==> config.mk <==
export PLATFORM = sky130hd
export DESIGN_NAME = bsed_ctrl
export DESIGN_NICKNAME = d
export VERILOG_FILES = /design/src/rtl/core/bsed_pkg.sv /design/src/rtl/core/bsed_ctrl.sv
export SDC_FILE = /design/constraint.sdc
export NUM_CORES = 1
export LEC_CHECK = 0
export BUFFER_PORTS_ARGS = -buffer_cell sky130_fd_sc_hd__buf_4
export CAP_MARGIN = 25
export CORE_MARGIN = 2
export CORE_UTILIZATION = 45
export DETAILED_ROUTE_END_ITERATION = 10
export PLACE_DENSITY = 0.78
export SYNTH_ARGS = -nofsm -noshare
export SYNTH_HDL_FRONTEND = slang
export SYNTH_SLANG_ARGS = --single-unit
==> constraint.sdc <==
create_clock -name clk -period 2.7 [get_ports clk]
set_input_delay 0.27 -clock clk [delete_from_list [all_inputs] [get_ports clk]]
set_output_delay 0.27 -clock clk [all_outputs]
set_load 0.1 [all_outputs]
==> src/rtl/core/bsed_pkg.sv <==
package bsed_pkg;

  // Default sizes of the history ring and the band range.
  localparam int MAX_WINDOW_DEF = 64;
  localparam int MAX_BANDS_DEF  = 64;

  // Fixed field widths.
  localparam int WIN_W    = 7;
  localparam int SUM_W    = 38;
  localparam int ENERGY_W = 32;
  localparam int CUT_W    = 6;
  localparam int IDX_W    = 2;

  // Register indexes of the configuration port.
  localparam logic [IDX_W-1:0] REG_WINDOW   = 2'd0;
  localparam logic [IDX_W-1:0] REG_LOW_THR  = 2'd1;
  localparam logic [IDX_W-1:0] REG_HIGH_THR = 2'd2;

  // Register values after reset.
  localparam logic [WIN_W-1:0] WINDOW_RST   = 7'd50;
  localparam logic [SUM_W-1:0] LOW_THR_RST  = 38'd167772;
  localparam logic [SUM_W-1:0] HIGH_THR_RST = 38'd1678;

  // Depth of the result queue.
  localparam int OBUF_DEPTH = 4;

  // Control flags that travel with one band update through the pipeline.
  typedef struct packed {
    logic vld;        // an update is present
    logic is_band;    // a received band (clear for zero-fill updates)
    logic frame_end;  // the received band closes the frame
    logic emit;       // the frame end produces a result
    logic sub;        // the window is full, so the oldest energy is removed
  } bsed_op_t;

endpackage

==> src/rtl/core/bsed_ctrl.sv <==
module bsed_ctrl #(
  parameter int MAX_WINDOW = bsed_pkg::MAX_WINDOW_DEF,
  parameter int MAX_BANDS  = bsed_pkg::MAX_BANDS_DEF,
  parameter int BW  = (MAX_BANDS > 1) ? $clog2(MAX_BANDS) : 1,
  parameter int HAW = (MAX_WINDOW * MAX_BANDS > 1) ? $clog2(MAX_WINDOW * MAX_BANDS) : 1
) (
  input  logic                           clk,
  input  logic                           rst_n,
  input  logic                           clr_i,
  input  logic [bsed_pkg::WIN_W-1:0]     window_i,
  input  logic                           room_i,
  input  logic                           in_valid_i,
  output logic                           in_ready_o,
  input  logic [bsed_pkg::ENERGY_W-1:0]  in_energy_i,
  input  logic                           in_last_i,
  output bsed_pkg::bsed_op_t             op_o,
  output logic [BW-1:0]                  op_band_o,
  output logic [bsed_pkg::ENERGY_W-1:0]  op_energy_o,
  output logic [HAW-1:0]                 op_rd_addr_o,
  output logic [HAW-1:0]                 op_wr_addr_o
);

  localparam int SLW = (MAX_WINDOW > 1) ? $clog2(MAX_WINDOW) : 1;
  localparam int WSW = $clog2(MAX_WINDOW + 1);

  logic [BW-1:0]  band_r;
  logic [SLW-1:0] slot_r;
  logic [WSW-1:0] seen_r;
  logic           fill_r;
  logic [BW-1:0]  fill_band_r;

  logic [WSW-1:0] win;
  logic [WSW:0]   slot_ext;
  logic [WSW:0]   win_ext;
  logic [SLW-1:0] old_slot;
  logic [WSW-1:0] seen_nxt;
  logic [SLW-1:0] slot_nxt;
  logic [BW-1:0]  cur_band;
  logic           accept;
  logic           band_top;
  logic           frame_end;
  logic           advance;

  // Effective window: zero acts as one, large values clamp to the ring size.
  always_comb begin
    if (window_i == '0) begin
      win = WSW'(1);
    end else if (int'(window_i) > MAX_WINDOW) begin
      win = WSW'(MAX_WINDOW);
    end else begin
      win = WSW'(window_i);
    end
  end

  // Ring slot of the frame that leaves the window.
  always_comb begin
    slot_ext = (WSW+1)'(slot_r);
    win_ext  = (WSW+1)'(win);
    if (slot_ext >= win_ext) begin
      old_slot = SLW'(slot_ext - win_ext);
    end else begin
      old_slot = SLW'(slot_ext + (WSW+1)'(MAX_WINDOW) - win_ext);
    end
  end

  // Frame counters as they stand after the current frame closes.
  assign seen_nxt = (seen_r == WSW'(MAX_WINDOW)) ? seen_r : seen_r + 1'b1;
  assign slot_nxt = (slot_r == SLW'(MAX_WINDOW - 1)) ? '0 : slot_r + 1'b1;

  // Input handshake: zero-fill and a full result queue hold off new bands.
  assign in_ready_o = !fill_r && room_i;
  assign accept     = in_valid_i && in_ready_o;
  assign band_top   = (band_r == BW'(MAX_BANDS - 1));
  assign frame_end  = in_last_i || band_top;
  assign advance    = (accept && band_top) ||
                      (fill_r && fill_band_r == BW'(MAX_BANDS - 1));

  // Update issue: a fill band or a received band.
  always_comb begin
    op_o = '0;
    cur_band    = fill_r ? fill_band_r : band_r;
    op_band_o   = cur_band;
    op_energy_o = fill_r ? '0 : in_energy_i;
    op_o.vld       = fill_r || accept;
    op_o.is_band   = !fill_r;
    op_o.frame_end = !fill_r && frame_end;
    op_o.emit      = !fill_r && frame_end && (seen_nxt >= win);
    op_o.sub       = (seen_r >= win);
    op_rd_addr_o = HAW'(HAW'(old_slot) * HAW'(MAX_BANDS) + HAW'(cur_band));
    op_wr_addr_o = HAW'(HAW'(slot_r) * HAW'(MAX_BANDS) + HAW'(cur_band));
  end

  // Band position, zero-fill sequencer and frame counters.
  always_ff @(posedge clk) begin
    if (!rst_n) begin
      band_r      <= '0;
      slot_r      <= '0;
      seen_r      <= '0;
      fill_r      <= 1'b0;
      fill_band_r <= '0;
    end else if (clr_i) begin
      band_r <= '0;
      seen_r <= '0;
      fill_r <= 1'b0;
    end else begin
      if (accept) begin
        if (frame_end) begin
          band_r <= '0;
          if (!band_top) begin
            fill_r      <= 1'b1;
            fill_band_r <= band_r + 1'b1;
          end
        end else begin
          band_r <= band_r + 1'b1;
        end
      end
      if (fill_r) begin
        if (fill_band_r == BW'(MAX_BANDS - 1)) begin
          fill_r <= 1'b0;
        end else begin
          fill_band_r <= fill_band_r + 1'b1;
        end
      end
      if (advance) begin
        slot_r <= slot_nxt;
        seen_r <= seen_nxt;
      end
    end
  end

endmodule

==> results.yml, run 1 <==
run_status:
  outcome: "finished, violations left"
  failed_checks: "negative setup slack"
grt:
  grt_pass1_wl_um: 12400
  grt_max_degree: 28
  antenna_found_initial: 0
  grt_util_all_layers_pct: 24.9
  gr-total-overflow: 0
  grt_pass1_vias: 2626
synth:
  synth_area_sq_um: 2490
  synth.distinct_cells: 50
  synth-seq-cells: 26
  synthCells: 316
  syn_area_per_cell_sq_um: 7.87
  syn-num-nets: 388
  synth-main-ff-cell: "dfxtp_1"
  synth_async_sr_flop_share_pct: 0
  yosysWarnings: 0
  synth_edf_count: 0
  seq_area_frac_synth_pct: 20.9
power_and_ir_drop:
  p_leak_nw: 1.72
  max-vdd-ir-drop_mv: 0.188
  finalPower_mw: 1.30
  power.density_nw_per_um2: 359
setup_path:
  r2r_cells: 6
  rrSetupSlack_ns: 0.65
  r2r_end: "fill_band_r[2]$_SDFFE_PN0N_"
  crit_path_end_kind: "output port"
  critPathLaunchType: "register"
  crit_arrival_ns: 2.50
  critical_path.max_fanout: 5
  worstPathRequired_ns: 2.43
  rr_startpoint: "band_r[0]$_SDFFE_PP0P_"
  critPathKind: "reg2out"
clock_network:
  numCtsBuffers: 3
  root_buffer: "clkbuf_8"
  cts_tree: "done"
  hold_buffers: 0
  clkLatencyLatePin_ns: 0.27
  htree_num_levels: 1
  cts.reportedPaths.clkPinSlew_ns: 0.10
  clk_path_buf_depth: 2
  cts_num_sinks: 26
drt:
  drc: 0
  final_antenna_net_count: 0
  drtPass1Iterations: 4
  wl_per_cell_um: 15.5
  routed_wl_um: 7720
  dr.first_iter.drc_count: 219
  vias_per_cell: 5.43
  num_vias: 2712
timing:
  fin_skew_ns: 0.00491
  rsz0062_at_grt: "yes"
  maxSlewViolCount: 0
  setup_tns_ns: -0.0710
  timing.final.ws_setup_ns: -0.0710
  worstMarginPinSlew_ns: 0.600
  layout_min_cycle_time_ns: 2.77
  min_period_over_period_pct: 103
  hold_viol_final: 0
  max_freq_mhz: 361
  setup_violations: 1
  slew_headroom_pct: 59.9
floorplan:
  initial_core_util_pct: 46.0
  pin_count: 113
  die_y_um: 78.3
  core-area_sq_um: 5410
  die_area_sq_um: 6140
  die_w_um: 78.3
  rows: 27
place:
  gp_congestion: 0.901
  numPortBuffers: 112
  dp_hpwl_um: 6180
cells_and_area:
  finish.utilization_pct: 66.8
  area_growth_pct: 45.2
  drive_gt1_share_pct: 40.3
  fill_cells: 491
  diodes: 0
  nNetsFinal: 500
worst_hold_path:
  hold_end: "fill_band_r[0]$_SDFFE_PN0N_"
  hold_path.class: "in2reg"
  worstHoldStart: "rst_n"
  hold_depth: 2
flow_run:
  cap_violations: 0
==> per-layer routing <==
metal	up-vias	GRT usage [%]	routed length, um
li1	1319	-	-
met1	1265	26.4	2820
met2	120	50.6	4220
met3	8	4.94	586
met4	0	4.04	89
met5	-	0	0
==> layout make-up <==
type,count,area (sq um),share of cell area (%)
multi-input combinational,255,1900,52.7
tap,72,90.1,2.49
sequential,26,533,14.8
inverter,14,52.6,1.46
timing repair buffer,128,977,27.1
clock buffer,4,55.1,1.52
==> report_power, final <==
part / switching (mW) / leakage (nW) / internal (mW)
Sequential: 0.00444 / 0.215 / 0.386
Clock: 0.128 / 0.0288 / 0.131
Combinational: 0.469 / 1.48 / 0.177
Total: 0.601 / 1.72 / 0.694
==> stage by stage <==
stage | hold WS, ns | setup slack, ns | cell area (sq um) | instances
final | 0.287 | -0.0710 | 3610 | 499
after global routing | 0.286 | -0.155 | 3610 | 499
after CTS | 0.290 | -0.127 | 3570 | 499
after detailed placement | 0.501 | -0.0000289 | 3470 | 494
after global placement | 0.490 | 0.0915 | 3470 | 494
after floorplan | 0.417 | 0.00612 | 2550 | 316
==> critical path, stage by stage (launching register included) <==
cell and delay, ns:
dfxtp_2 0.36, buf_4 0.14, and3_4 0.21, and3_4 0.20, xor2_1 0.16, ha_1 0.27
and3_1 0.17, a21oi_1 0.15, o21ai_2 0.08, o311a_4 0.31, buf_12 0.17
==> synthesized netlist by cell type, drive strengths merged, types with 4 or more instances <==
library cell | number | share of area [%]
nand2 | 28 | 4.2
xor2 | 12 | 4.2
xnor2 | 9 | 3.2
buf | 14 | 4.0
clkbuf | 7 | 1.1
nor2 | 28 | 4.2
nor2b | 37 | 9.3
a21o | 5 | 1.5
inv | 14 | 2.1
a21oi | 19 | 3.8
dfxtp | 26 | 21
nand2b | 4 | 1.0
ha | 26 | 13
nand3 | 12 | 2.6
mux2 | 6 | 2.7
mux2i | 4 | 1.6
o21ai | 14 | 2.8
and3 | 7 | 1.8
==> state kept, by name, indices dropped and copies added (netlist names) <==
signal       count
seen_r           7
band_r           6
fill_band_r      6
slot_r           6
fill_r           1
==> cell usage in the layout (no fill, tap or decap), types with 3 or more instances in the layout <==
cell type,count
a21o_1,5
a21oi_1,18
and3_1,3
and3_4,3
buf_4,126
clkbuf_8,4
dfxtp_1,16
dfxtp_2,10
ha_1,26
inv_1,14
mux2_2,6
mux2i_1,4
nand2_1,28
nand2b_1,3
nand3_1,11
nor2_1,26
nor2b_1,37
nor4b_1,3
o21ai_0,12
o22ai_1,3
xnor2_1,6
xor2_1,12
==> worst max path at each step <==
stage                                 startpoint  cells past startpoint               to
final                     seen_r[2]$_SDFFE_PP0N_                     10          op_o[1]
after global routing      seen_r[2]$_SDFFE_PP0N_                     10          op_o[1]
after CTS                 seen_r[4]$_SDFFE_PP0N_                     10          op_o[1]
after detailed placement             window_i[6]                     11  op_rd_addr_o[9]
after global placement               window_i[1]                     12          op_o[1]
after floorplan           slot_r[0]$_SDFFE_PN0P_                      4  op_rd_addr_o[8]
==> cells by family (layout without fill, tap and decap cells) <==
group | count (synthesis) | in the layout | share of synthesized area [%]
AND/OR/NAND/NOR | 132 | 132 | 28.4
AO/OA/AOI/OAI | 65 | 65 | 17.8
buffers and inverters | 35 | 146 | 7.20
adder cells (fa/ha/maj) | 27 | 27 | 13.9
flip-flops | 26 | 26 | 20.9
XOR/XNOR | 21 | 21 | 7.40
multiplexers | 10 | 10 | 4.33
==> repair_timing <==
action | in CTS | in global routing
pin swaps | 8 | 6
endpoints found under the hold margin | 0 | 0
setup buffers | 1 | 0
gates resized for setup | 12 | 9
endpoints found under the setup margin | 1 | 5
No activity file was read; power rests on OpenSTA's default activity.
==> run 2: changes to the inputs <==
- CORE_ASPECT_RATIO: unset -> 1.75
==> run 2 against run 1 <==
- the flow still finishes with violations (negative setup slack)
- global-route usage rose by 0.065 points
- clock-buffer cell count fell by 1
- combinational power barely moved
- non-clock buffer count rose by 2
- register-to-register slack got worse by 0.02 ns
- clock power fell by 16%
- total power fell by 3.1%
- core utilization rose by 1.4 points
- first-iteration DRC count fell by 79%
- highest routed layer unchanged
==> results.yml, run 2 (synthesis results as in run 1) <==
run_status:
  outcome: "finished, violations left"
  failed_checks: "negative setup slack"
clock_network:
  cts.reportedPaths.clkPinSlew_ns: 0.09
  clkLatencyLatePin_ns: 0.27
  cts_tree: "done"
  cts_num_sinks: 26
  root_buffer: "clkbuf_8"
  clk_path_buf_depth: 2
  numCtsBuffers: 3
  htree_num_levels: 1
timing:
  timing.final.ws_setup_ns: -0.0000122
  slew_headroom_pct: 59.6
  layout_min_cycle_time_ns: 2.70
  max_freq_mhz: 370
  rsz0062_at_grt: "yes"
  setup_violations: 1
  min_period_over_period_pct: 100
  worstMarginPinSlew_ns: 0.605
  hold_ws_ns: 0.290
  maxSlewViolCount: 0
  hold_viol_final: 0
  fin_skew_ns: 0.00380
power_and_ir_drop:
  finalPower_mw: 1.26
  p_leak_nw: 1.73
  max-vdd-ir-drop_mv: 0.362
  power.density_nw_per_um2: 347
grt:
  gr-total-overflow: 0
  grt_pass1_vias: 2581
  grt_max_degree: 34
  antenna_found_initial: 0
  grt_pass1_wl_um: 11600
  grt_util_all_layers_pct: 25.0
floorplan:
  core-area_sq_um: 5300
  die_y_um: 102
  die_w_um: 60.2
  initial_core_util_pct: 46.9
  die_area_sq_um: 6160
  rows: 35
  pin_count: 113
cells_and_area:
  largest_register_ff_count: 7
  regMostFlops: "seen_r"
  layout_commonest_cell: "buf_4"
  post_layout_nonfiller_instances: 502
  nNetsFinal: 502
  most-common-layout-cells: "128 x buf_4, 37 x nor2b_1, 28 x nand2_1, 26 x nor2_1, 25 x ha_1"
  area_growth_pct: 45.3
  drive_gt1_share_pct: 41.4
  finish.utilization_pct: 68.2
  diodes: 0
  fill_cells: 445
setup_path:
  critPathKind: "reg2out"
  crit_path_end_kind: "output port"
  startpoint: "seen_r[5]$_SDFFE_PP0N_"
  critPathLaunchType: "register"
  rrSetupSlack_ns: 0.63
  critical_path.max_fanout: 2
  rr_startpoint: "band_r[0]$_SDFFE_PP0P_"
  r2r_cells: 6
  cp-endpoint: "op_o[1]"
  crit_arrival_ns: 2.43
  worstPathRequired_ns: 2.43
  r2r_end: "fill_band_r[4]$_SDFFE_PN0N_"
worst_hold_path:
  hold_depth: 2
  hold_path.class: "in2reg"
drt:
  vias_per_cell: 5.52
  wl_per_cell_um: 15.4
  routed_wl_um: 7710
  drc: 0
  drtPass1Iterations: 4
  dr.first_iter.drc_count: 45
  num_vias: 2772
  final_antenna_net_count: 0
place:
  post-place-cells: 497
  gp_congestion: 0.910
  dp_hpwl_um: 6310
  numPortBuffers: 112
flow_run:
  cap_violations: 0
run 2: cell types whose count changed in the layout (fill, tap and decap cells not counted), sizes merged:
cell | previous run | this run
buf | 128 | 130
clkbuf | 4 | 3
run 2: report_power, final:
group	total, mW	switching, mW	leakage (nW)	internal [mW]
clock network	0.218	0.118	0.0216	0.100
registers	0.390	0.00483	0.216	0.385
logic	0.647	0.468	1.49	0.179
total	1.25	0.591	1.73	0.664
run 2: area by class of cell:
class	instances	area [sq um]	area share, %
inverters	14	52.6	1.45
flip-flops and latches	26	537	14.9
multi-input cells	255	1900	52.5
clock buffers	3	41.3	1.14
repair buffers	130	992	27.5
well taps	74	92.6	2.56
run 2: metrics by stage:
step	setup WS, ns	TNS, ns	instance area (sq um)
finish	-0.0000122	-0.0000122	3610
floorplan	0.00612	0	2550
global placement	0.129	0	3480
global route	-0.0816	-0.0821	3610
CTS	-0.0757	-0.0757	3580
detailed placement	0.0856	0	3480
run 2: routing by layer:
metal	vias up	routed length, um	track usage, %
met5	-	0	0
met4	0	246	10.3
met3	23	723	4.05
met2	152	4180	50.2
met1	1270	2570	23.2
li1	1327	-	-
run 2: how the worst min path moves through the flow:
| stage | start | end | slack, ns |
|---|---|---|---|
| 3_3_place_gp | fill_band_r[5]$_SDFFE_PN0N_ | fill_band_r[5]$_SDFFE_PN0N_ | 0.49 |
| 5_1_grt | rst_n | fill_band_r[0]$_SDFFE_PN0N_ | 0.30 |
| 2_1_floorplan | rst_n | fill_band_r[0]$_SDFFE_PN0N_ | 0.42 |
| 4_1_cts | rst_n | fill_band_r[3]$_SDFFE_PN0N_ | 0.29 |
| 6_report | rst_n | fill_band_r[3]$_SDFFE_PN0N_ | 0.29 |
| 3_5_place_dp | fill_band_r[5]$_SDFFE_PN0N_ | fill_band_r[5]$_SDFFE_PN0N_ | 0.50 |
run 2: what timing repair did:
item,4_1_cts,5_1_grt
resized for setup,15,10
pin swaps,8,2
endpoints found under the setup margin,1,5
setup buffers,2,0
hold endpoints to repair,0,0
hold buffers,0,0
run 2: worst max-delay path: stages, from the launching register on:
cell and delay, ns:
dfxtp_2 0.33, nor4_2 0.26, and3_4 0.24, xnor2_2 0.07, ha_1 0.29, nand2b_4 0.14
a21o_1 0.16, a21oi_2 0.11, o21ai_1 0.08, o311a_4 0.32, buf_12 0.17
