==> config.mk <==
export PLATFORM = sky130hd
export DESIGN_NAME = bsed_track
export DESIGN_NICKNAME = d
export VERILOG_FILES = /design/src/rtl/core/bsed_pkg.sv /design/src/rtl/core/bsed_track.sv
export SDC_FILE = /design/constraint.sdc
export NUM_CORES = 1
export LEC_CHECK = 0
export BUFFER_PORTS_ARGS = -buffer_cell sky130_fd_sc_hd__buf_2
export CAP_MARGIN = 20
export CORE_ASPECT_RATIO = 1.2
export CORE_MARGIN = 2
export CORE_UTILIZATION = 43
export CTS_CLUSTER_DIAMETER = 100
export DETAILED_ROUTE_END_ITERATION = 16
export PLACE_DENSITY = 0.77
export SETUP_SLACK_MARGIN = 0.1
export SLEW_MARGIN = 20
export SYNTH_ARGS = -nofsm -noshare
export SYNTH_HDL_FRONTEND = slang
export SYNTH_SLANG_ARGS = --single-unit
==> constraint.sdc <==
create_clock -name clk -period 3.5 [get_ports clk]
set_clock_uncertainty 0.2 [all_clocks]
set_input_delay 0.35 -clock clk [delete_from_list [all_inputs] [get_ports clk]]
set_output_delay 0.35 -clock clk [all_outputs]
set_load 0.1 [all_outputs]
==> src/rtl/core/bsed_pkg.sv <==
package bsed_pkg;

  // Default sizes of the history ring and the band range.
  localparam int MAX_WINDOW_DEF = 64;
  localparam int MAX_BANDS_DEF  = 64;

  // Fixed field widths.
  localparam int WIN_W    = 7;
  localparam int SUM_W    = 38;
  localparam int ENERGY_W = 32;
  localparam int CUT_W    = 6;
  localparam int IDX_W    = 2;

  // Register indexes of the configuration port.
  localparam logic [IDX_W-1:0] REG_WINDOW   = 2'd0;
  localparam logic [IDX_W-1:0] REG_LOW_THR  = 2'd1;
  localparam logic [IDX_W-1:0] REG_HIGH_THR = 2'd2;

  // Register values after reset.
  localparam logic [WIN_W-1:0] WINDOW_RST   = 7'd50;
  localparam logic [SUM_W-1:0] LOW_THR_RST  = 38'd167772;
  localparam logic [SUM_W-1:0] HIGH_THR_RST = 38'd1678;

  // Depth of the result queue.
  localparam int OBUF_DEPTH = 4;

  // Control flags that travel with one band update through the pipeline.
  typedef struct packed {
    logic vld;        // an update is present
    logic is_band;    // a received band (clear for zero-fill updates)
    logic frame_end;  // the received band closes the frame
    logic emit;       // the frame end produces a result
    logic sub;        // the window is full, so the oldest energy is removed
  } bsed_op_t;

endpackage

==> src/rtl/core/bsed_track.sv <==
module bsed_track #(
  parameter int MAX_BANDS = bsed_pkg::MAX_BANDS_DEF,
  parameter int BW = (MAX_BANDS > 1) ? $clog2(MAX_BANDS) : 1
) (
  input  logic                         clk,
  input  logic                         rst_n,
  input  logic                         clr_i,
  input  logic [bsed_pkg::SUM_W-1:0]   low_thr_i,
  input  logic [bsed_pkg::SUM_W-1:0]   high_thr_i,
  input  bsed_pkg::bsed_op_t           op_i,
  input  logic [BW-1:0]                band_i,
  input  logic [bsed_pkg::SUM_W-1:0]   sum_i,
  output logic                         push_o,
  output logic [bsed_pkg::CUT_W-1:0]   low_o,
  output logic [bsed_pkg::CUT_W-1:0]   high_o
);

  localparam int CUT_W = bsed_pkg::CUT_W;
  localparam int XW    = CUT_W + BW + 1;

  logic          open_r;
  logic [BW-1:0] lead_r;
  logic [BW:0]   trail_r;

  logic          open_nxt;
  logic [BW-1:0] lead_nxt;
  logic [BW:0]   trail_nxt;
  logic [XW-1:0] low_ext;
  logic [XW-1:0] high_ext;
  logic          upd;

  assign upd = op_i.vld && op_i.is_band;

  // Leading and trailing quiet runs of the current frame.
  always_comb begin
    open_nxt  = open_r && (sum_i < low_thr_i);
    lead_nxt  = open_nxt ? band_i : lead_r;
    trail_nxt = (sum_i < high_thr_i) ? trail_r + 1'b1 : '0;
    low_ext   = XW'(lead_nxt);
    high_ext  = (trail_nxt == '0) ? '0 : XW'(trail_nxt - 1'b1);
  end

  assign push_o = upd && op_i.emit;
  assign low_o  = low_ext[CUT_W-1:0];
  assign high_o = high_ext[CUT_W-1:0];

  // Trackers restart at each frame end.
  always_ff @(posedge clk) begin
    if (!rst_n || clr_i) begin
      open_r  <= 1'b1;
      lead_r  <= '0;
      trail_r <= '0;
    end else if (upd) begin
      if (op_i.frame_end) begin
        open_r  <= 1'b1;
        lead_r  <= '0;
        trail_r <= '0;
      end else begin
        open_r  <= open_nxt;
        lead_r  <= lead_nxt;
        trail_r <= trail_nxt;
      end
    end
  end

endmodule

==> results.txt, run 1 <==
- After detailed routing, the average wire length per cell comes to 13.45 um.
- Overall die area: 0.007466 mm2
- For this run, asynchronously set or reset flops after synthesis account for 0%.
* CTS Hold Bufs: 0
- Vias in the first global route: 3,352
- Number of maximum-capacitance constraint violations: 0
- In this run the worst path has a maximum fanout of 4.
- Routed vias: roughly 3,300
- Headroom to the max-slew limit came out at 55.58%.
- Routability-driven placement finished with a final weighted congestion of 0.8474.
* Final routed DRC violation total: 0
* Die Span Y: 94.26 um
- The completed layout was analyzed and its total power is around 1 mW.
* Power per cell area: 214.3 mW/mm2
* Average instance area after synthesis: 7.316 um2
* RSZ-0062 raised after global routing: true
- Cts bufs inserted: 3
- The worst setup path is launched from an input port.
- Tracing the worst setup path back leads to its startpoint at high_thr_i[13].
- P_int: around 0.56 mW
* Top cell type's share of synthesized area: 33.00%
- The share of total power dissipated in sequential elements is around 16%.
- Maximum clock frequency: 295.3 MHz
- # nets final: 757
- The floorplan has 32 rows.
* Slew Limit Fails: 0
* Transition at the pin with the smallest max-transition slack: 0.6663 ns
- Cells fill 72.16% of the core in the end.
* H-Tree Level Count: 1
- Setup violations remaining at the end of the flow were counted as 0.
- Cell with the most instances after synthesis: inv_1
- The later pin in the worst-skew pair is clocked with a latency of 0.24 ns.
- By area the synthesized netlist is led by ha_1 (33%), inv_1 (10%), dfxtp_1 (9.6%).
* Number of storage elements in the synthesis netlist: 14
- For the finished layout, the period the worst path requires is 3.387 ns.
- Number of port buffers: between 100 and 150
* Sequential area share after synthesis: 9.601%
- Across the VDD grid, the largest voltage drop is approximately 0.00015 V.
- CTS saw 14 sinks.
* Largest area contributor in the netlist: ha_1
* Most frequently used flop master after synthesis: dfxtp_1
- Number of fillers in the final layout: 486
* Antenna Cells: 0
- The flow ran to the end, and the final reports show no timing, DRC or antenna violations.
- In this run the deepest clock path goes through 2 buffers.
* HP Start: lead_r[4]
* Initial antenna violation count: 0
- Global routing used 21.30% of the available tracks across all layers.
- Capturing element type of the critical path: output port
* Ys Warns: 0
- From left edge to right edge, the die measures ~79 um.
- The analysis attributes to net switching a power of 0.4408 mW.
- Mapped Area: ~0.003 mm2
* Global-route wire length before repair: 13,340 um
* Maximum number of pins on one net before global-route repair: 23
* Critical path start-end classification: in2out
* Proportion of layout cells with a drive suffix above 1: roughly 44%
- Crit path DAT: 2.84 ns
* Effective utilization at floorplan: 45.00%
- Post-synthesis instance total: around 400
* HPWL reported at the end of detailed placement: 6774 um
- In this run, the number of DRC markers left after iteration 0 of detailed routing was about 120.
- Final design area excluding fillers: roughly 0.0047 mm2
- Clock-pin slew was measured on the worst setup and hold paths at 0.05 ns.
* Synthesis-to-layout area growth: 60.35%
* Post-Synthesis Net Count: 604
- The tightest min-delay check is of the reg2reg type.
- Dividing the detail-routed via count by the number of cells gives ~5.3.
- Final worst-path cycle share: 96.77%
* DRT Pass-1 Iters: 4
- Clock Root Buffer: clkbuf_8
- TritonCTS built the clock tree.
- Core Footprint: 0.006486 mm2
- In this run the count of I/O pins placed on the die edge is 141.
- Post-synthesis cell type count: 44
- Critical Path RT: 2.95 ns
- The startpoint identified for the worst register-to-register timing path is open_r.
- Combinational cells account for 70.8% of the total power.
- The count of nets left with antenna violations once routing finished came out at 0.
- Dpl cell area: 0.004205 mm2
- Number of enable-type register cells in the synthesized netlist: 0
- The clock network burns a little over an eighth of the power.
* Overflow left after global routing: 0
* Net Sw Frac: 43.95%
- Static Leak: 2.439 nW
* Leading cell types by count after synthesis: inv_1 (79), ha_1 (77), a21oi_1 (37), nand2_1 (29), nor2_1 (16)
- Final WL: 8543 um
- Hold Vio Cnt, Final: 0
==> power by group through the flow <==
stage	logic [mW]	clock network, mW	registers (mW)
6_report	0.710	0.131	0.162
5_1_grt	0.768	0.137	0.162
4_1_cts	0.643	0.131	0.162
3_5_place_dp	0.614	0	0.165
3_3_place_gp	0.596	0	0.165
2_1_floorplan	0.378	0	0.165
==> worst paths after layout <==
path	to	slack (ns)	cells past startpoint
max	high_o[4]	0.11	15
min	lead_r[4]	0.28	1
max reg2reg	lead_r[5]	1.36	7
min reg2reg	lead_r[4]	0.28	1
==> layout by cell type, fill, tap and decap left out, types with 4 or more instances in the layout <==
| master | instances |
|---|---|
| buf_4 | 16 |
| nor2_1 | 14 |
| nand2_1 | 27 |
| a21oi_1 | 22 |
| o21ai_2 | 8 |
| ha_4 | 17 |
| buf_12 | 13 |
| inv_1 | 70 |
| nor3_1 | 7 |
| dfxtp_1 | 14 |
| inv_4 | 5 |
| nand3_1 | 9 |
| buf_6 | 13 |
| mux2_2 | 4 |
| a21oi_4 | 4 |
| nor4bb_1 | 6 |
| a21oi_2 | 11 |
| o21ai_0 | 5 |
| nor4_1 | 6 |
| a21o_1 | 14 |
| nand4_1 | 13 |
| a211o_1 | 5 |
| nor2b_1 | 5 |
| ha_1 | 60 |
| buf_2 | 116 |
==> metal layers <==
layer	up-vias	GRT usage [%]	wire length (um)	share of wire, %
met5	-	0	0	0
met4	0	3.879	125	1.5
met3	14	3.462	501	5.9
met2	111	43.22	4523	53
met1	1497	22.69	3393	40
li1	1718	-	-	-
==> state kept, by name (all words and copies together) (netlist names) <==
register	count
lead_r	6
open_r	1
trail_r	7
==> logic make-up (layout without fill, tap and decap cells) <==
logic type,count (synthesis),after routing,share of synthesized area [%]
simple gates,111,111,20.36
compound gates,95,95,21.30
buf+inv,90,241,11.66
fa+ha+maj,77,77,33.00
flops,14,14,9.601
xor+xnor,6,6,1.801
mux,6,6,2.272
==> cell type report <==
cell class,count,area [um2],area share [%]
timing repair buffer,159,1132,24.19
multi-input combinational,295,2806,59.96
tap,85,106.4,2.272
inverter,79,314.1,6.709
sequential,14,280.3,5.988
clock buffer,3,41.29,0.8821
==> critical path: stages <==
cell and delay [ns]:
buf_6 0.09, inv_4 0.05, ha_4 0.21, a21oi_2 0.16, o21ai_2 0.10, a2111oi_4 0.41, o31ai_4 0.11, a31oi_4 0.28
nand2_4 0.09, ha_4 0.19, nand3b_1 0.10, a21oi_2 0.06, nor4b_2 0.30, a31o_4 0.15, buf_12 0.16
==> metrics by stage <==
| step | setup TNS [ns] | hold WS [ns] | instances | setup WS (ns) |
|---|---|---|---|---|
| 6_report | 0 | 0.2804 | 635 | 0.1132 |
| 5_1_grt | 0 | 0.2982 | 635 | 0.005597 |
| 4_1_cts | 0 | 0.2821 | 631 | 0.005899 |
| 3_5_place_dp | -1.007 | 0.2682 | 626 | -0.2969 |
| 3_3_place_gp | -0.6745 | 0.2546 | 626 | -0.2325 |
| 2_1_floorplan | -0.07294 | 0.2441 | 399 | -0.07294 |
==> timing repair <==
action / 4_1_cts / 5_1_grt
buffers inserted: 4 / 3
gates resized for setup: 16 / 57
gates cloned: 0 / 2
endpoints found under the setup margin: 11 / 12
pin swaps: 18 / 34
Note: power is estimated with default switching activity, not from simulation.
==> run 2, diff against run 1 <==
--- a/config.mk
+++ b/config.mk
@@ -6,13 +6,12 @@
 export NUM_CORES = 1
 export LEC_CHECK = 0
 export BUFFER_PORTS_ARGS = -buffer_cell sky130_fd_sc_hd__buf_2
-export CAP_MARGIN = 20
 export CORE_ASPECT_RATIO = 1.2
 export CORE_MARGIN = 2
 export CORE_UTILIZATION = 43
 export CTS_CLUSTER_DIAMETER = 100
 export DETAILED_ROUTE_END_ITERATION = 16
-export PLACE_DENSITY = 0.77
+export PLACE_DENSITY = 0.78
 export SETUP_SLACK_MARGIN = 0.1
 export SLEW_MARGIN = 20
 export SYNTH_ARGS = -nofsm -noshare
==> run 2 against run 1 <==
Count of clock-buffer cells in the layout unchanged. First-iteration DRC count down 15%. Sequential power about the same. Global-route usage about the same. Sequential share of layout area up 0.33 points. Critical path depth down 1. Core utilization down 3.8 points. Routed wire length down 2.7%. Non-clock buffer count down 6.
==> results.txt, run 2 (same netlist as run 1, synthesis figures left out) <==
* Largest registers ranked by flip-flop count: trail_r: 7 flops, lead_r: 6 flops, open_r: 1 flops
- Core Footprint: 0.006486 mm2
* Post-route ant nets: 0
* Clock Root Buffer: clkbuf_8
- TritonCTS clock tree: yes
- Count of cells along the worst register-to-register path: 6
- After clock tree synthesis, the clock-pin slew on the worst setup and hold paths is 0.06 ns.
- Initial antenna violation count: 0
* Final design area excluding fillers: roughly 0.0044 mm2
- Vias in the first global route: 3,291
- In this run, CTS created clock tree buffers numbering 3.
* Critical path start-end classification: in2out
- Worst hold slack: roughly 0.28 ns
- CTS Hold Bufs: 0
- RSZ-0062 raised after global routing: true
* Tmin final: roughly 3.5 ns
* Power per cell area: ~220 mW/mm2
- Final routed DRC violation total: 0
- Wirelength per Cell: between 10 and 15 um
- Detailed placement finished with a half-perimeter wire length of 6987 um.
- Number of fillers in the final layout: 522
- The first detailed-routing pass ran for 6 iterations.
- In this run the tightest slew margin relative to its limit is 47.99%.
- Fraction of power consumed by sequential logic: 16.8%
- # nets final: 752
- Critical Path RT: 2.95 ns
* Final weighted congestion in routability-driven placement: 0.8905
* Proportion of layout cells with a drive suffix above 1: 39.82%
* Number of ports placed on the die boundary: 141
- For this run, the top clock speed supported by timing is between 200 and 300 MHz.
- Floorplan row count: 32
- Final-report setup violation count: 0
- In this run the vertical extent of the chip is roughly 94 um.
* Dpl cell area: 0.004163 mm2
- Chip width: roughly 79 um
* Antenna Cells: 0
- Maximum number of pins on one net before global-route repair: 23
* WL met2: 4395 um
- Per report_power, the combinational group accounts for 69.7% of the total.
* Net Sw Frac: between 40 and 50%
- Crit path DAT: 2.91 ns
* Register-to-register path setup slack: 1.24 ns
- The tool flagged a number of max-cap violations equal to 0.
- # placed instances: 622
* Slew Limit Fails: 0
- The library cell used most frequently in the layout, excluding fill and tap cells, is buf_2.
- Overflow left after global routing: 0
- Clock latency on the worst-skew pair: 0.24 ns
- In this run the critical register-to-register path is captured at lead_r[5].
- Total Negative Setup Slacks: 0 ns
- Counting every sink on the clock net gives 14.
- The most critical setup path has its endpoint at high_o[4].
* Total routed wire length on the met1 layer: 3300 um
- Global routing used 21.32% of the available tracks across all layers.
- Cell internal power was estimated by the tool at 0.5343 mW.
- Capturing element type of the critical path: output port
- Input and output buffers added on the ports amount to approximately 140.
- The worst path uses between 90% and 100% of the clock period.
* Outcome: finished clean
- Counting flops per register, the top entry is trail_r.
- Counting along the longest clock path gives a buffer depth of 2.
- Top layer in use: met4
- Tracing the worst setup path back leads to its startpoint at sum_i[1].
* Routed via count divided by cell count: 5.319
- The final layout contains routed wiring with a total length of 8313 um.
* Number of DRC markers in iteration 0: 100
- CTS built an H-tree with a depth of 1.
- Routed vias: 3,351
- In this run the power spent charging and discharging nets is 0.4257 mW.
* Worst flop-to-flop path startpoint: open_r
- The worst setup path is launched from an input port.
- Flip-flop count of the largest register after layout: 7
* Final core utilization: 68.36%
- Effective utilization at floorplan: 45.00%
* Hold Vio Cnt, Final: 0
- After layout, the design draws a total of 0.9601 mW.
- The top cell types in the final layout, fill and taps aside, are buf_2 (125), inv_1 (74), ha_1 (67).
* Static Leak: 2.381 nW
- Fraction of power consumed by the clock network: ~14%
* Post-Place Setup Slack: -0.2386 ns
- In this run the worst path has a maximum fanout of 4.
* Filler-free cell count of the finished design: 630
- Maximum ir drop on the vdd rail: 0.0001223 V
- Transition at the pin with the smallest max-transition slack: 0.7801 ns
* Worst Setup Slack, final: around 0.042 ns
* Routed wl met3: roughly 480 um
- Overall die area: 0.007466 mm2
- The first global-routing pass estimated 13,280 um of wire.
- From synthesis to final layout, the design area changed by 51.91%.
* Class of the worst hold path: reg2reg
run 2: changes by cell type in the layout (fill, tap and decap cells not counted), moves of 3 or more:
| cell | before | now |
|---|---|---|
| inv_4 | 5 | 1 |
| buf_2 | 116 | 125 |
| a21oi_1 | 22 | 26 |
| ha_4 | 17 | 9 |
| ha_1 | 60 | 67 |
| a21oi_2 | 11 | 8 |
| buf_6 | 13 | 5 |
| buf_4 | 16 | 10 |
| inv_1 | 70 | 74 |
run 2: power groups by stage:
stage                     clock network [mW]  registers (mW)  logic [mW]
after floorplan                            0           0.165       0.378
after global placement                     0           0.165       0.593
after detailed placement                   0           0.165       0.610
after CTS                              0.131           0.162       0.635
after global routing                   0.139           0.162       0.722
final                                  0.129           0.162       0.669
run 2: what timing repair did:
| item | CTS | global route |
|---|---|---|
| cloned | 0 | 1 |
| endpoints found under the setup margin | 12 | 12 |
| buffers inserted | 1 | 3 |
| pin swaps | 10 | 13 |
| gates resized for setup | 18 | 21 |
run 2: how the worst min path moves through the flow:
stage          startpoint   endpoint  slack [ns]  cells after the start
5_1_grt         lead_r[4]  lead_r[4]        0.31                      1
4_1_cts         lead_r[1]  lead_r[1]        0.28                      1
2_1_floorplan   lead_r[0]  lead_r[0]        0.24                      1
3_3_place_gp    lead_r[4]  lead_r[4]        0.26                      1
3_5_place_dp    lead_r[1]  lead_r[1]        0.27                      1
6_report        lead_r[0]  lead_r[0]        0.28                      1
run 2: worst max-delay path, cell delays in order:
cell,delay (ns)
buf_8,0.10
ha_4,0.23
a211oi_2,0.21
o21ai_2,0.11
a2111oi_4,0.44
o31ai_4,0.13
a31oi_4,0.28
nand2_4,0.09
ha_4,0.18
nand3b_1,0.10
a21oi_2,0.07
nor4b_2,0.31
a31o_4,0.15
buf_12,0.16
run 2: cell type report:
| cell class | instances | area (um2) | share of cell area [%] |
|---|---|---|---|
| Sequential cell | 14 | 280.3 | 6.321 |
| Multi-Input combinational cell | 296 | 2690 | 60.67 |
| Inverter | 79 | 304.0 | 6.857 |
| Tap cell | 85 | 106.4 | 2.398 |
| Clock buffer | 3 | 41.29 | 0.9312 |
| Timing Repair Buffer | 153 | 1012 | 22.83 |
run 2: routing by layer:
metal | vias up | track usage (%)
li1 | 1714 | -
met1 | 1501 | 23.85
met2 | 122 | 41.45
met3 | 14 | 2.596
met4 | 0 | 6.034
met5 | - | 0
