<file path="src/rtl/core/bsed_pkg.sv">
package bsed_pkg;

  // Default sizes of the history ring and the band range.
  localparam int MAX_WINDOW_DEF = 64;
  localparam int MAX_BANDS_DEF  = 64;

  // Fixed field widths.
  localparam int WIN_W    = 7;
  localparam int SUM_W    = 38;
  localparam int ENERGY_W = 32;
  localparam int CUT_W    = 6;
  localparam int IDX_W    = 2;

  // Register indexes of the configuration port.
  localparam logic [IDX_W-1:0] REG_WINDOW   = 2'd0;
  localparam logic [IDX_W-1:0] REG_LOW_THR  = 2'd1;
  localparam logic [IDX_W-1:0] REG_HIGH_THR = 2'd2;

  // Register values after reset.
  localparam logic [WIN_W-1:0] WINDOW_RST   = 7'd50;
  localparam logic [SUM_W-1:0] LOW_THR_RST  = 38'd167772;
  localparam logic [SUM_W-1:0] HIGH_THR_RST = 38'd1678;

  // Depth of the result queue.
  localparam int OBUF_DEPTH = 4;

  // Control flags that travel with one band update through the pipeline.
  typedef struct packed {
    logic vld;        // an update is present
    logic is_band;    // a received band (clear for zero-fill updates)
    logic frame_end;  // the received band closes the frame
    logic emit;       // the frame end produces a result
    logic sub;        // the window is full, so the oldest energy is removed
  } bsed_op_t;

endpackage

</file>
<file path="src/rtl/core/bsed_obuf.sv">
module bsed_obuf (
  input  logic                          clk,
  input  logic                          rst_n,
  input  logic                          push_i,
  input  logic [2*bsed_pkg::CUT_W-1:0]  data_i,
  input  logic [1:0]                    pend_i,
  output logic                          room_o,
  output logic                          out_valid_o,
  input  logic                          out_ready_i,
  output logic [2*bsed_pkg::CUT_W-1:0]  out_data_o
);

  localparam int DEPTH = bsed_pkg::OBUF_DEPTH;
  localparam int PW    = $clog2(DEPTH);
  localparam int CW    = $clog2(DEPTH + 1);

  logic [2*bsed_pkg::CUT_W-1:0] buf_r [DEPTH];
  logic [PW-1:0] wr_ptr_r;
  logic [PW-1:0] rd_ptr_r;
  logic [CW-1:0] cnt_r;
  logic          pop;
  logic [CW:0]   committed;

  assign out_valid_o = (cnt_r != '0);
  assign out_data_o  = buf_r[rd_ptr_r];
  assign pop         = out_valid_o && out_ready_i;

  // A new request is taken only if every result in flight still has a slot.
  assign committed = (CW+1)'(cnt_r) + (CW+1)'(pend_i);
  assign room_o    = (committed <= (CW+1)'(DEPTH - 1));

  always_ff @(posedge clk) begin
    if (push_i) begin
      buf_r[wr_ptr_r] <= data_i;
    end
  end

  always_ff @(posedge clk) begin
    if (!rst_n) begin
      wr_ptr_r <= '0;
      rd_ptr_r <= '0;
      cnt_r    <= '0;
    end else begin
      if (push_i) begin
        wr_ptr_r <= wr_ptr_r + 1'b1;
      end
      if (pop) begin
        rd_ptr_r <= rd_ptr_r + 1'b1;
      end
      cnt_r <= cnt_r + CW'(push_i) - CW'(pop);
    end
  end

endmodule

</file>
<file path="config.mk">
export PLATFORM = sky130hd
export DESIGN_NAME = bsed_obuf
export DESIGN_NICKNAME = d
export VERILOG_FILES = /design/src/rtl/core/bsed_pkg.sv /design/src/rtl/core/bsed_obuf.sv
export SDC_FILE = /design/constraint.sdc
export NUM_CORES = 1
export LEC_CHECK = 0
export ABC_AREA = 1
export BUFFER_PORTS_ARGS = -buffer_cell sky130_fd_sc_hd__buf_2
export CAP_MARGIN = 20
export CORE_MARGIN = 2
export CORE_UTILIZATION = 30
export DETAILED_ROUTE_END_ITERATION = 10
export RECOVER_POWER = 25
export SYNTH_ARGS = -nofsm -noshare
export SYNTH_HDL_FRONTEND = slang
export SYNTH_SLANG_ARGS = --single-unit
</file>
<file path="constraint.sdc">
create_clock -name clk -period 4.9 [get_ports clk]
set_input_delay 0.735 -clock clk [delete_from_list [all_inputs] [get_ports clk]]
set_output_delay 0.735 -clock clk [all_outputs]
set_load 0.02 [all_outputs]
</file>
==> qor.csv, run 1 <==
stage;metric;value;unit
logic_synthesis;post_synthesis_sequential_area_ratio;71.7;%
logic_synthesis;synth.top_cells.by_area;sky130_fd_sc_hd__edfxtp_1 64%, sky130_fd_sc_hd__dfxtp_1 8.0%, sky130_fd_sc_hd__nor2_1 5.0%, sky130_fd_sc_hd__ha_1 3.9%, sky130_fd_sc_hd__o21ai_1 3.5%;
critical_path;cp-start-kind;flip-flop;
critical_path;critical_path.max_fanout;25;
floorplan;initial_core_util;31.0;%
power_and_ir_drop;power_density_normalized_to_cell_area;525;nW/um^2
timing;finalWorstSetupSlack;2.08;ns
critical_path;worstPathCellList;inv_2, o21ai_1, o22ai_1, buf_2;
logic_synthesis;synth_enable_flop_cells;48;
timing;finalHoldWorstSlack;0.503;ns
grt;antenna_found_initial;0;
logic_synthesis;postSynth.asyncResetShare;0;%
power_and_ir_drop;internal_power;1.00;mW
placed_design;io_buffers;31;
logic_synthesis;synth_cells;179;
timing;hold_violations;0;
status;run_status;finished, final reports clean;
critical_path;crit_path_max_incr_delay;0.85;ns
timing;setup_total_negative_slack;0;ns
critical_path;ff2ff_setup_slack;3.05;ns
power_and_ir_drop;cellLeakagePower;1.03;nW
timing;worst_slew_margin_rel;46.1;%
logic_synthesis;synth_cell_types;18;
finish;flow.area_growth_from_synthesis;20.1;%
detailed_routing;drt_pass1_iterations;4;
logic_synthesis;syn_nets;205;
clocking;postcts_resize_cnt;0;
power_and_ir_drop;vdd_drop_max;152;uV
clocking;cts_htree_levels;3;
critical_path;setup.worst_path.class;reg2out;
detailed_routing;routedWlPerCell;12.7;microns
critical_path;critical_path.endpoint;out_data_o[8];
clocking;cts_hold_buf;0;
critical_path;arrival_worst_endpoint;2.08;ns
logic_synthesis;synthesis.area;2260;sq um
critical_path;critPathRequiredTime;4.16;ns
power_and_ir_drop;power_frac_seq;42.3;%
clocking;cts_buffers;9;
critical_path;cp.depth;4;
detailed_routing;via_per_instance_ratio;4.28;
detailed_routing;wl;4.04;mm
logic_synthesis;yosysTopAreaCell;sky130_fd_sc_hd__edfxtp_1;
timing;finalSetupViolCount;0;
clocking;cts-root-buf;sky130_fd_sc_hd__clkbuf_8;
logic_synthesis;yosys_most_used_dff;sky130_fd_sc_hd__edfxtp_1;
detailed_routing;postRouteAntennaNets;0;
worst_hold_path;timing.hold.worst.start;rd_ptr_r[0];
detailed_routing;first_iter_violations;75;
flow_run;maxCapViolCount;0;
floorplan;die_area;8250;sq um
power_and_ir_drop;power.share.combinational;21.8;%
placed_design;gpl.final_weighted_congestion;0.714;
detailed_routing;post-route-drc-count;0;
logic_synthesis;yosysTopAreaCellShare;63.8;%
finish;antenna_cells_inserted;0;
clocking;clock_latency;0.33;ns
logic_synthesis;ys_ff_latch;57;
grt;grt_start_max_net_pins;26;
logic_synthesis;synth.top_cells.by_count;48 x sky130_fd_sc_hd__edfxtp_1, 30 x sky130_fd_sc_hd__nor2_1, 16 x sky130_fd_sc_hd__inv_1, 16 x sky130_fd_sc_hd__o21ai_1, 13 x sky130_fd_sc_hd__nand2_1;
floorplan;fp.coreArea;7290;sq um
timing;grt_setup_unrepaired;false;
floorplan;io-pin-count;32;
critical_path;worst_r2r_endpoint;cnt_r[2];
power_and_ir_drop;report.power.total;1.42;mW
timing;worst-slew-pin-transition;0.807;ns
critical_path;critical_path.n_buffers_inverters;2;
timing;post-route-period-util;57.5;%
finish;final.fill_count;736;
grt;grtUsageTotal;10.7;%
power_and_ir_drop;netSwitchingFraction;29.5;%
logic_synthesis;postSynthAreaPerCell;12.6;sq um
clocking;clockBufferDepth;2;
critical_path;crit-reg2reg-launch;cnt_r[1];
grt;grt_first_pass_wirelength;6.44;mm
finish;drive_above_1_share;17.3;%
critical_path;reg2regPathDepth;9;
critical_path;critical_path.slowest_cell;sky130_fd_sc_hd__dfxtp_1;
timing;achievable_freq;355;MHz
grt;overflow;0;
timing;final-max-slew-violation-count;0;
worst_hold_path;min-delay-path-class;reg2reg;
placed_design;place.detailed.hpwl;2.62;mm
power_and_ir_drop;share_clk_of_total_power;35.9;%
floorplan;die_width;90.8;microns
worst_hold_path;hold-path-cell-count;2;
floorplan;chipHeight;90.8;microns
timing;period_minus_slack;2.82;ns
grt;grt_pass1_vias;1317;
floorplan;floorplan.rows;31;
critical_path;setup_crit_end_kind;primary output;
clocking;tritoncts;yes;
power_and_ir_drop;power.switching;0.421;mW
logic_synthesis;synthMostInstantiatedCell;sky130_fd_sc_hd__edfxtp_1;
logic_synthesis;synth.yosys.warnings;0;
clocking;clock_sinks;57;
placed_design;dp_worst_setup_slack;2.41;ns
detailed_routing;vias;1364;
finish;nets;241;
timing;final.setup_skew;0.00600;ns
clocking;cts.repair_timing.setup_buffer_count;0;
critical_path;path_delay_family;flip-flops;
clocking;cts.clk_slew.worst_paths;0.06;ns
[through the flow]
step / util, % / instance area, sq um / cells
2_1_floorplan: - / 2260 / 179
3_3_place_gp: 34.2 / 2490 / 303
3_5_place_dp: 34.2 / 2490 / 303
4_1_cts: 37.4 / 2730 / 319
5_1_grt: 37.2 / 2720 / 319
6_report: 37.2 / 2720 / 319
[registers in the layout (all words and copies together) (netlist names), named ones only]
| register | flops |
|---|---|
| rd_ptr_r | 2 |
| wr_ptr_r | 2 |
| buf_r | 48 |
| cnt_r | 3 |
[placed cells by master, fill, tap and decap left out]
cell,synthesis,final
sky130_fd_sc_hd__nand3_1,3,3
sky130_fd_sc_hd__a21oi_1,5,5
sky130_fd_sc_hd__fa_1,1,1
sky130_fd_sc_hd__o22ai_1,12,12
sky130_fd_sc_hd__o21ai_0,10,10
sky130_fd_sc_hd__clkinv_2,0,1
sky130_fd_sc_hd__dfxtp_1,9,9
sky130_fd_sc_hd__inv_1,16,16
sky130_fd_sc_hd__o21ai_1,16,16
sky130_fd_sc_hd__a21boi_0,1,1
sky130_fd_sc_hd__clkinv_1,0,1
sky130_fd_sc_hd__clkbuf_8,0,9
sky130_fd_sc_hd__clkbuf_1,0,10
sky130_fd_sc_hd__ha_1,7,7
sky130_fd_sc_hd__bufinv_16,0,3
sky130_fd_sc_hd__inv_2,1,1
sky130_fd_sc_hd__nor2_1,30,30
sky130_fd_sc_hd__clkinvlp_4,0,1
sky130_fd_sc_hd__nor2_2,1,1
sky130_fd_sc_hd__buf_2,2,22
sky130_fd_sc_hd__nand2_1,13,13
sky130_fd_sc_hd__edfxtp_1,48,48
[metal layers]
layer / global-route usage, % / vias to the layer above / routed length, microns
li1: - / 702 / -
met1: 12.3 / 625 / 1780
met2: 16.8 / 31 / 1950
met3: 4.59 / 6 / 243
met4: 6.06 / 0 / 65
met5: 0 / - / 0
[area by class of cell]
class                           count  area, sq um  share of cell area (%)
Timing Repair Buffer               31          144                    5.30
Tap cell                           99          124                    4.56
Clock inverter                      6          106                    3.92
Multi-Input combinational cell     99          528                    19.4
Inverter                           17         63.8                    2.35
Clock buffer                       10          128                    4.70
Sequential cell                    57         1620                    59.7
[worst min-delay path, cell delays in order (launching register included)]
cell                      delay, ns
sky130_fd_sc_hd__dfxtp_1       0.33
sky130_fd_sc_hd__a21oi_1       0.06
sky130_fd_sc_hd__nor2_1        0.08
[power groups by stage]
stage	combinational, mW	sequential, mW	clock, mW
2_1_floorplan	0.249	0.591	0
3_3_place_gp	0.309	0.612	0
3_5_place_dp	0.315	0.613	0
4_1_cts	0.316	0.603	0.521
5_1_grt	0.353	0.608	0.543
6_report	0.310	0.602	0.512
[worst min path at each step]
stage,to,slack (ns)
final,rd_ptr_r[0],0.50
after global routing,rd_ptr_r[0],0.53
after CTS,rd_ptr_r[0],0.50
after detailed placement,rd_ptr_r[0],0.48
after global placement,rd_ptr_r[0],0.47
after floorplan,flip-flop,0.45
[cell families (layout without fill, tap and decap cells)]
group | count (synthesis) | count (layout) | synth area share, %
flip-flops | 57 | 57 | 71.7
AND/OR/NAND/NOR | 47 | 47 | 8.08
buffers and inverters | 23 | 64 | 4.92
AO/OA/AOI/OAI | 44 | 44 | 10.5
adder cells (fa/ha/maj) | 8 | 8 | 4.76
Note: power is estimated with default switching activity, not from simulation.
==> inputs of run 2 (changes only) <==
==> constraint.sdc (replaced) <==
create_clock -name clk -period 2.8 [get_ports clk]
set_input_delay 0.42 -clock clk [delete_from_list [all_inputs] [get_ports clk]]
set_output_delay 0.42 -clock clk [all_outputs]
set_load 0.02 [all_outputs]
==> run 2 against run 1 <==
Compared with the run above:
- highest routed layer unchanged
- die area is the same
- cell count grew 0.31%
- critical path depth stayed put
- clock skew is 0.0019 ns higher
==> qor.csv, run 2 (synthesis gave the netlist of run 1 again) <==
stage;metric;value;unit
critical_path;crit_path_max_incr_delay;0.66;ns
worst_hold_path;timing.hold.worst.start;data_i[6];
finish;most_flops_register;buf_r;
flow_run;maxCapViolCount;0;
grt;grt_pass1_vias;1409;
clocking;postcts_resize_cnt;0;
timing;grt_setup_unrepaired;false;
detailed_routing;drt_pass1_iterations;4;
critical_path;critical_path.max_fanout;24;
finish;final.fill_count;738;
worst_hold_path;min-delay-path-class;in2reg;
clocking;cts_htree_levels;3;
timing;hold_violations;0;
detailed_routing;wl;4.27;mm
power_and_ir_drop;power.switching;0.733;mW
clocking;clockBufferDepth;2;
timing;worst_slew_margin_rel;61.0;%
finish;largest_register_ffs;48;
power_and_ir_drop;internal_power;1.49;mW
timing;period_minus_slack;2.25;ns
timing;setup_total_negative_slack;0;ns
finish;layout_common_cells;48 x sky130_fd_sc_hd__edfxtp_1, 30 x sky130_fd_sc_hd__nor2_1, 22 x sky130_fd_sc_hd__buf_2;
finish;most_frequent_standard_cell_in_the_layout_excluding_fill_and_tap_cells;sky130_fd_sc_hd__edfxtp_1;
clocking;cts_hold_buf;0;
finish;drive_above_1_share;16.7;%
placed_design;dp_worst_setup_slack;0.879;ns
critical_path;ff2ff_setup_slack;0.97;ns
critical_path;setup_crit_end_kind;primary output;
critical_path;reg2regPathDepth;9;
power_and_ir_drop;power_frac_seq;47.0;%
detailed_routing;routedWlPerCell;13.3;microns
critical_path;critical_path.slowest_cell;sky130_fd_sc_hd__dfxtp_1;
timing;post-route-period-util;80.5;%
worst_hold_path;hold-path-cell-count;1;
timing;finalSetupViolCount;0;
detailed_routing;first_iter_violations;77;
power_and_ir_drop;share_clk_of_total_power;27.6;%
timing;worst-slew-pin-transition;0.584;ns
power_and_ir_drop;vdd_drop_max;236;uV
detailed_routing;post-route-drc-count;0;
critical_path;setup.worst_path.class;reg2out;
detailed_routing;via_per_instance_ratio;4.37;
clocking;cts.repair_timing.setup_buffer_count;0;
status;run_status;finished, final reports clean;
finish;biggestRegsByFlops;buf_r: 48 flops, cnt_r: 3 flops;
floorplan;chipHeight;90.8;microns
grt;grtUsageTotal;11.5;%
power_and_ir_drop;power.share.combinational;25.4;%
clocking;clock_latency;0.33;ns
clocking;cts.clk_slew.worst_paths;0.06;ns
finish;nets;242;
grt;grt_start_max_net_pins;25;
power_and_ir_drop;netSwitchingFraction;33.0;%
floorplan;initial_core_util;31.0;%
timing;achievable_freq;444;MHz
timing;finalWorstSetupSlack;0.546;ns
power_and_ir_drop;power_density_normalized_to_cell_area;840;nW/um^2
grt;antenna_found_initial;0;
timing;final-max-slew-violation-count;0;
grt;grt_first_pass_wirelength;6.97;mm
worst_hold_path;whs_endpoint;buf_r[2][6];
placed_design;place.detailed.hpwl;2.62;mm
timing;final.setup_skew;0.00791;ns
critical_path;crit-reg2reg-launch;cnt_r[1];
critical_path;worstPathCellList;inv_2, o21ai_0, o22ai_1, buf_2;
detailed_routing;postRouteAntennaNets;0;
placed_design;gpl.final_weighted_congestion;0.745;
floorplan;die_width;90.8;microns
finish;finish.utilization;36.2;%
critical_path;critPathRequiredTime;2.38;ns
critical_path;arrival_worst_endpoint;1.83;ns
critical_path;worst_r2r_endpoint;cnt_r[2];
clocking;cts_buffers;9;
floorplan;io-pin-count;32;
critical_path;cp-start-kind;flip-flop;
grt;overflow;0;
clocking;cts-root-buf;sky130_fd_sc_hd__clkbuf_8;
finish;antenna_cells_inserted;0;
power_and_ir_drop;cellLeakagePower;1.01;nW
detailed_routing;vias;1397;
placed_design;io_buffers;31;
clocking;clock_sinks;57;
floorplan;floorplan.rows;31;
clocking;tritoncts;yes;
finish;flow.area_growth_from_synthesis;16.9;%
floorplan;die_area;8250;sq um
floorplan;fp.coreArea;7290;sq um
-- run 2: changes by cell type in the layout (fill, tap and decap cells not counted), sizes merged --
cell / previous run / this run
buf: 22 / 23
clkinv: 2 / 5
bufinv: 3 / 0
clkinvlp: 1 / 0
clkbuf: 19 / 20
-- run 2: metal layers --
layer	vias up	track usage [%]	part of all wire [%]
li1	705	-	-
met1	654	13.3	43
met2	31	17.6	49
met3	7	5.59	6.0
met4	0	6.06	1.9
met5	-	0	0
-- run 2: power by group through the flow --
stage | clock network (mW) | logic, mW | registers, mW
detailed placement | 0 | 0.574 | 1.06
floorplan | 0 | 0.436 | 1.03
global route | 0.674 | 0.639 | 1.05
global placement | 0 | 0.560 | 1.06
CTS | 0.630 | 0.576 | 1.05
finish | 0.613 | 0.563 | 1.04
-- run 2: worst max-delay path by stage --
| stage | slack, ns | cells after the start | startpoint | to |
|---|---|---|---|---|
| 4_1_cts | 0.52 | 4 | flip-flop | out_data_o[2] |
| 6_report | 0.55 | 4 | flip-flop | out_data_o[1] |
| 3_3_place_gp | 0.94 | 9 | out_ready_i | cnt_r[2] |
| 3_5_place_dp | 0.88 | 4 | flip-flop | out_data_o[2] |
| 5_1_grt | 0.36 | 4 | flip-flop | out_data_o[0] |
| 2_1_floorplan | 1.10 | 9 | cnt_r[1] | cnt_r[2] |
-- run 2: layout make-up --
cell class	instances	area [sq um]	share of cell area [%]
well taps	99	124	4.69
inverters	17	63.8	2.41
flip-flops and latches	57	1620	61.4
multi-input cells	99	528	20.0
clock inverters	5	22.5	0.852
clock buffers	11	131	4.97
repair buffers	32	151	5.73
-- run 2: stage by stage --
step           hold slack (ns)  cell area (sq um)  std cells  total power [mW]
2_1_floorplan            0.448               2260        179              1.47
3_3_place_gp             0.475               2500        304              1.62
3_5_place_dp             0.485               2500        304              1.64
4_1_cts                  0.280               2650        320              2.25
5_1_grt                  0.297               2640        320              2.37
6_report                 0.304               2640        320              2.22
-- run 2: worst max-delay path: cells and delay by family (launching register included) --
kind | cells | cell delay [ns]
AO/OA/AOI/OAI | 2 | 0.34
buffers and inverters | 2 | 0.49
flip-flops | 1 | 0.66
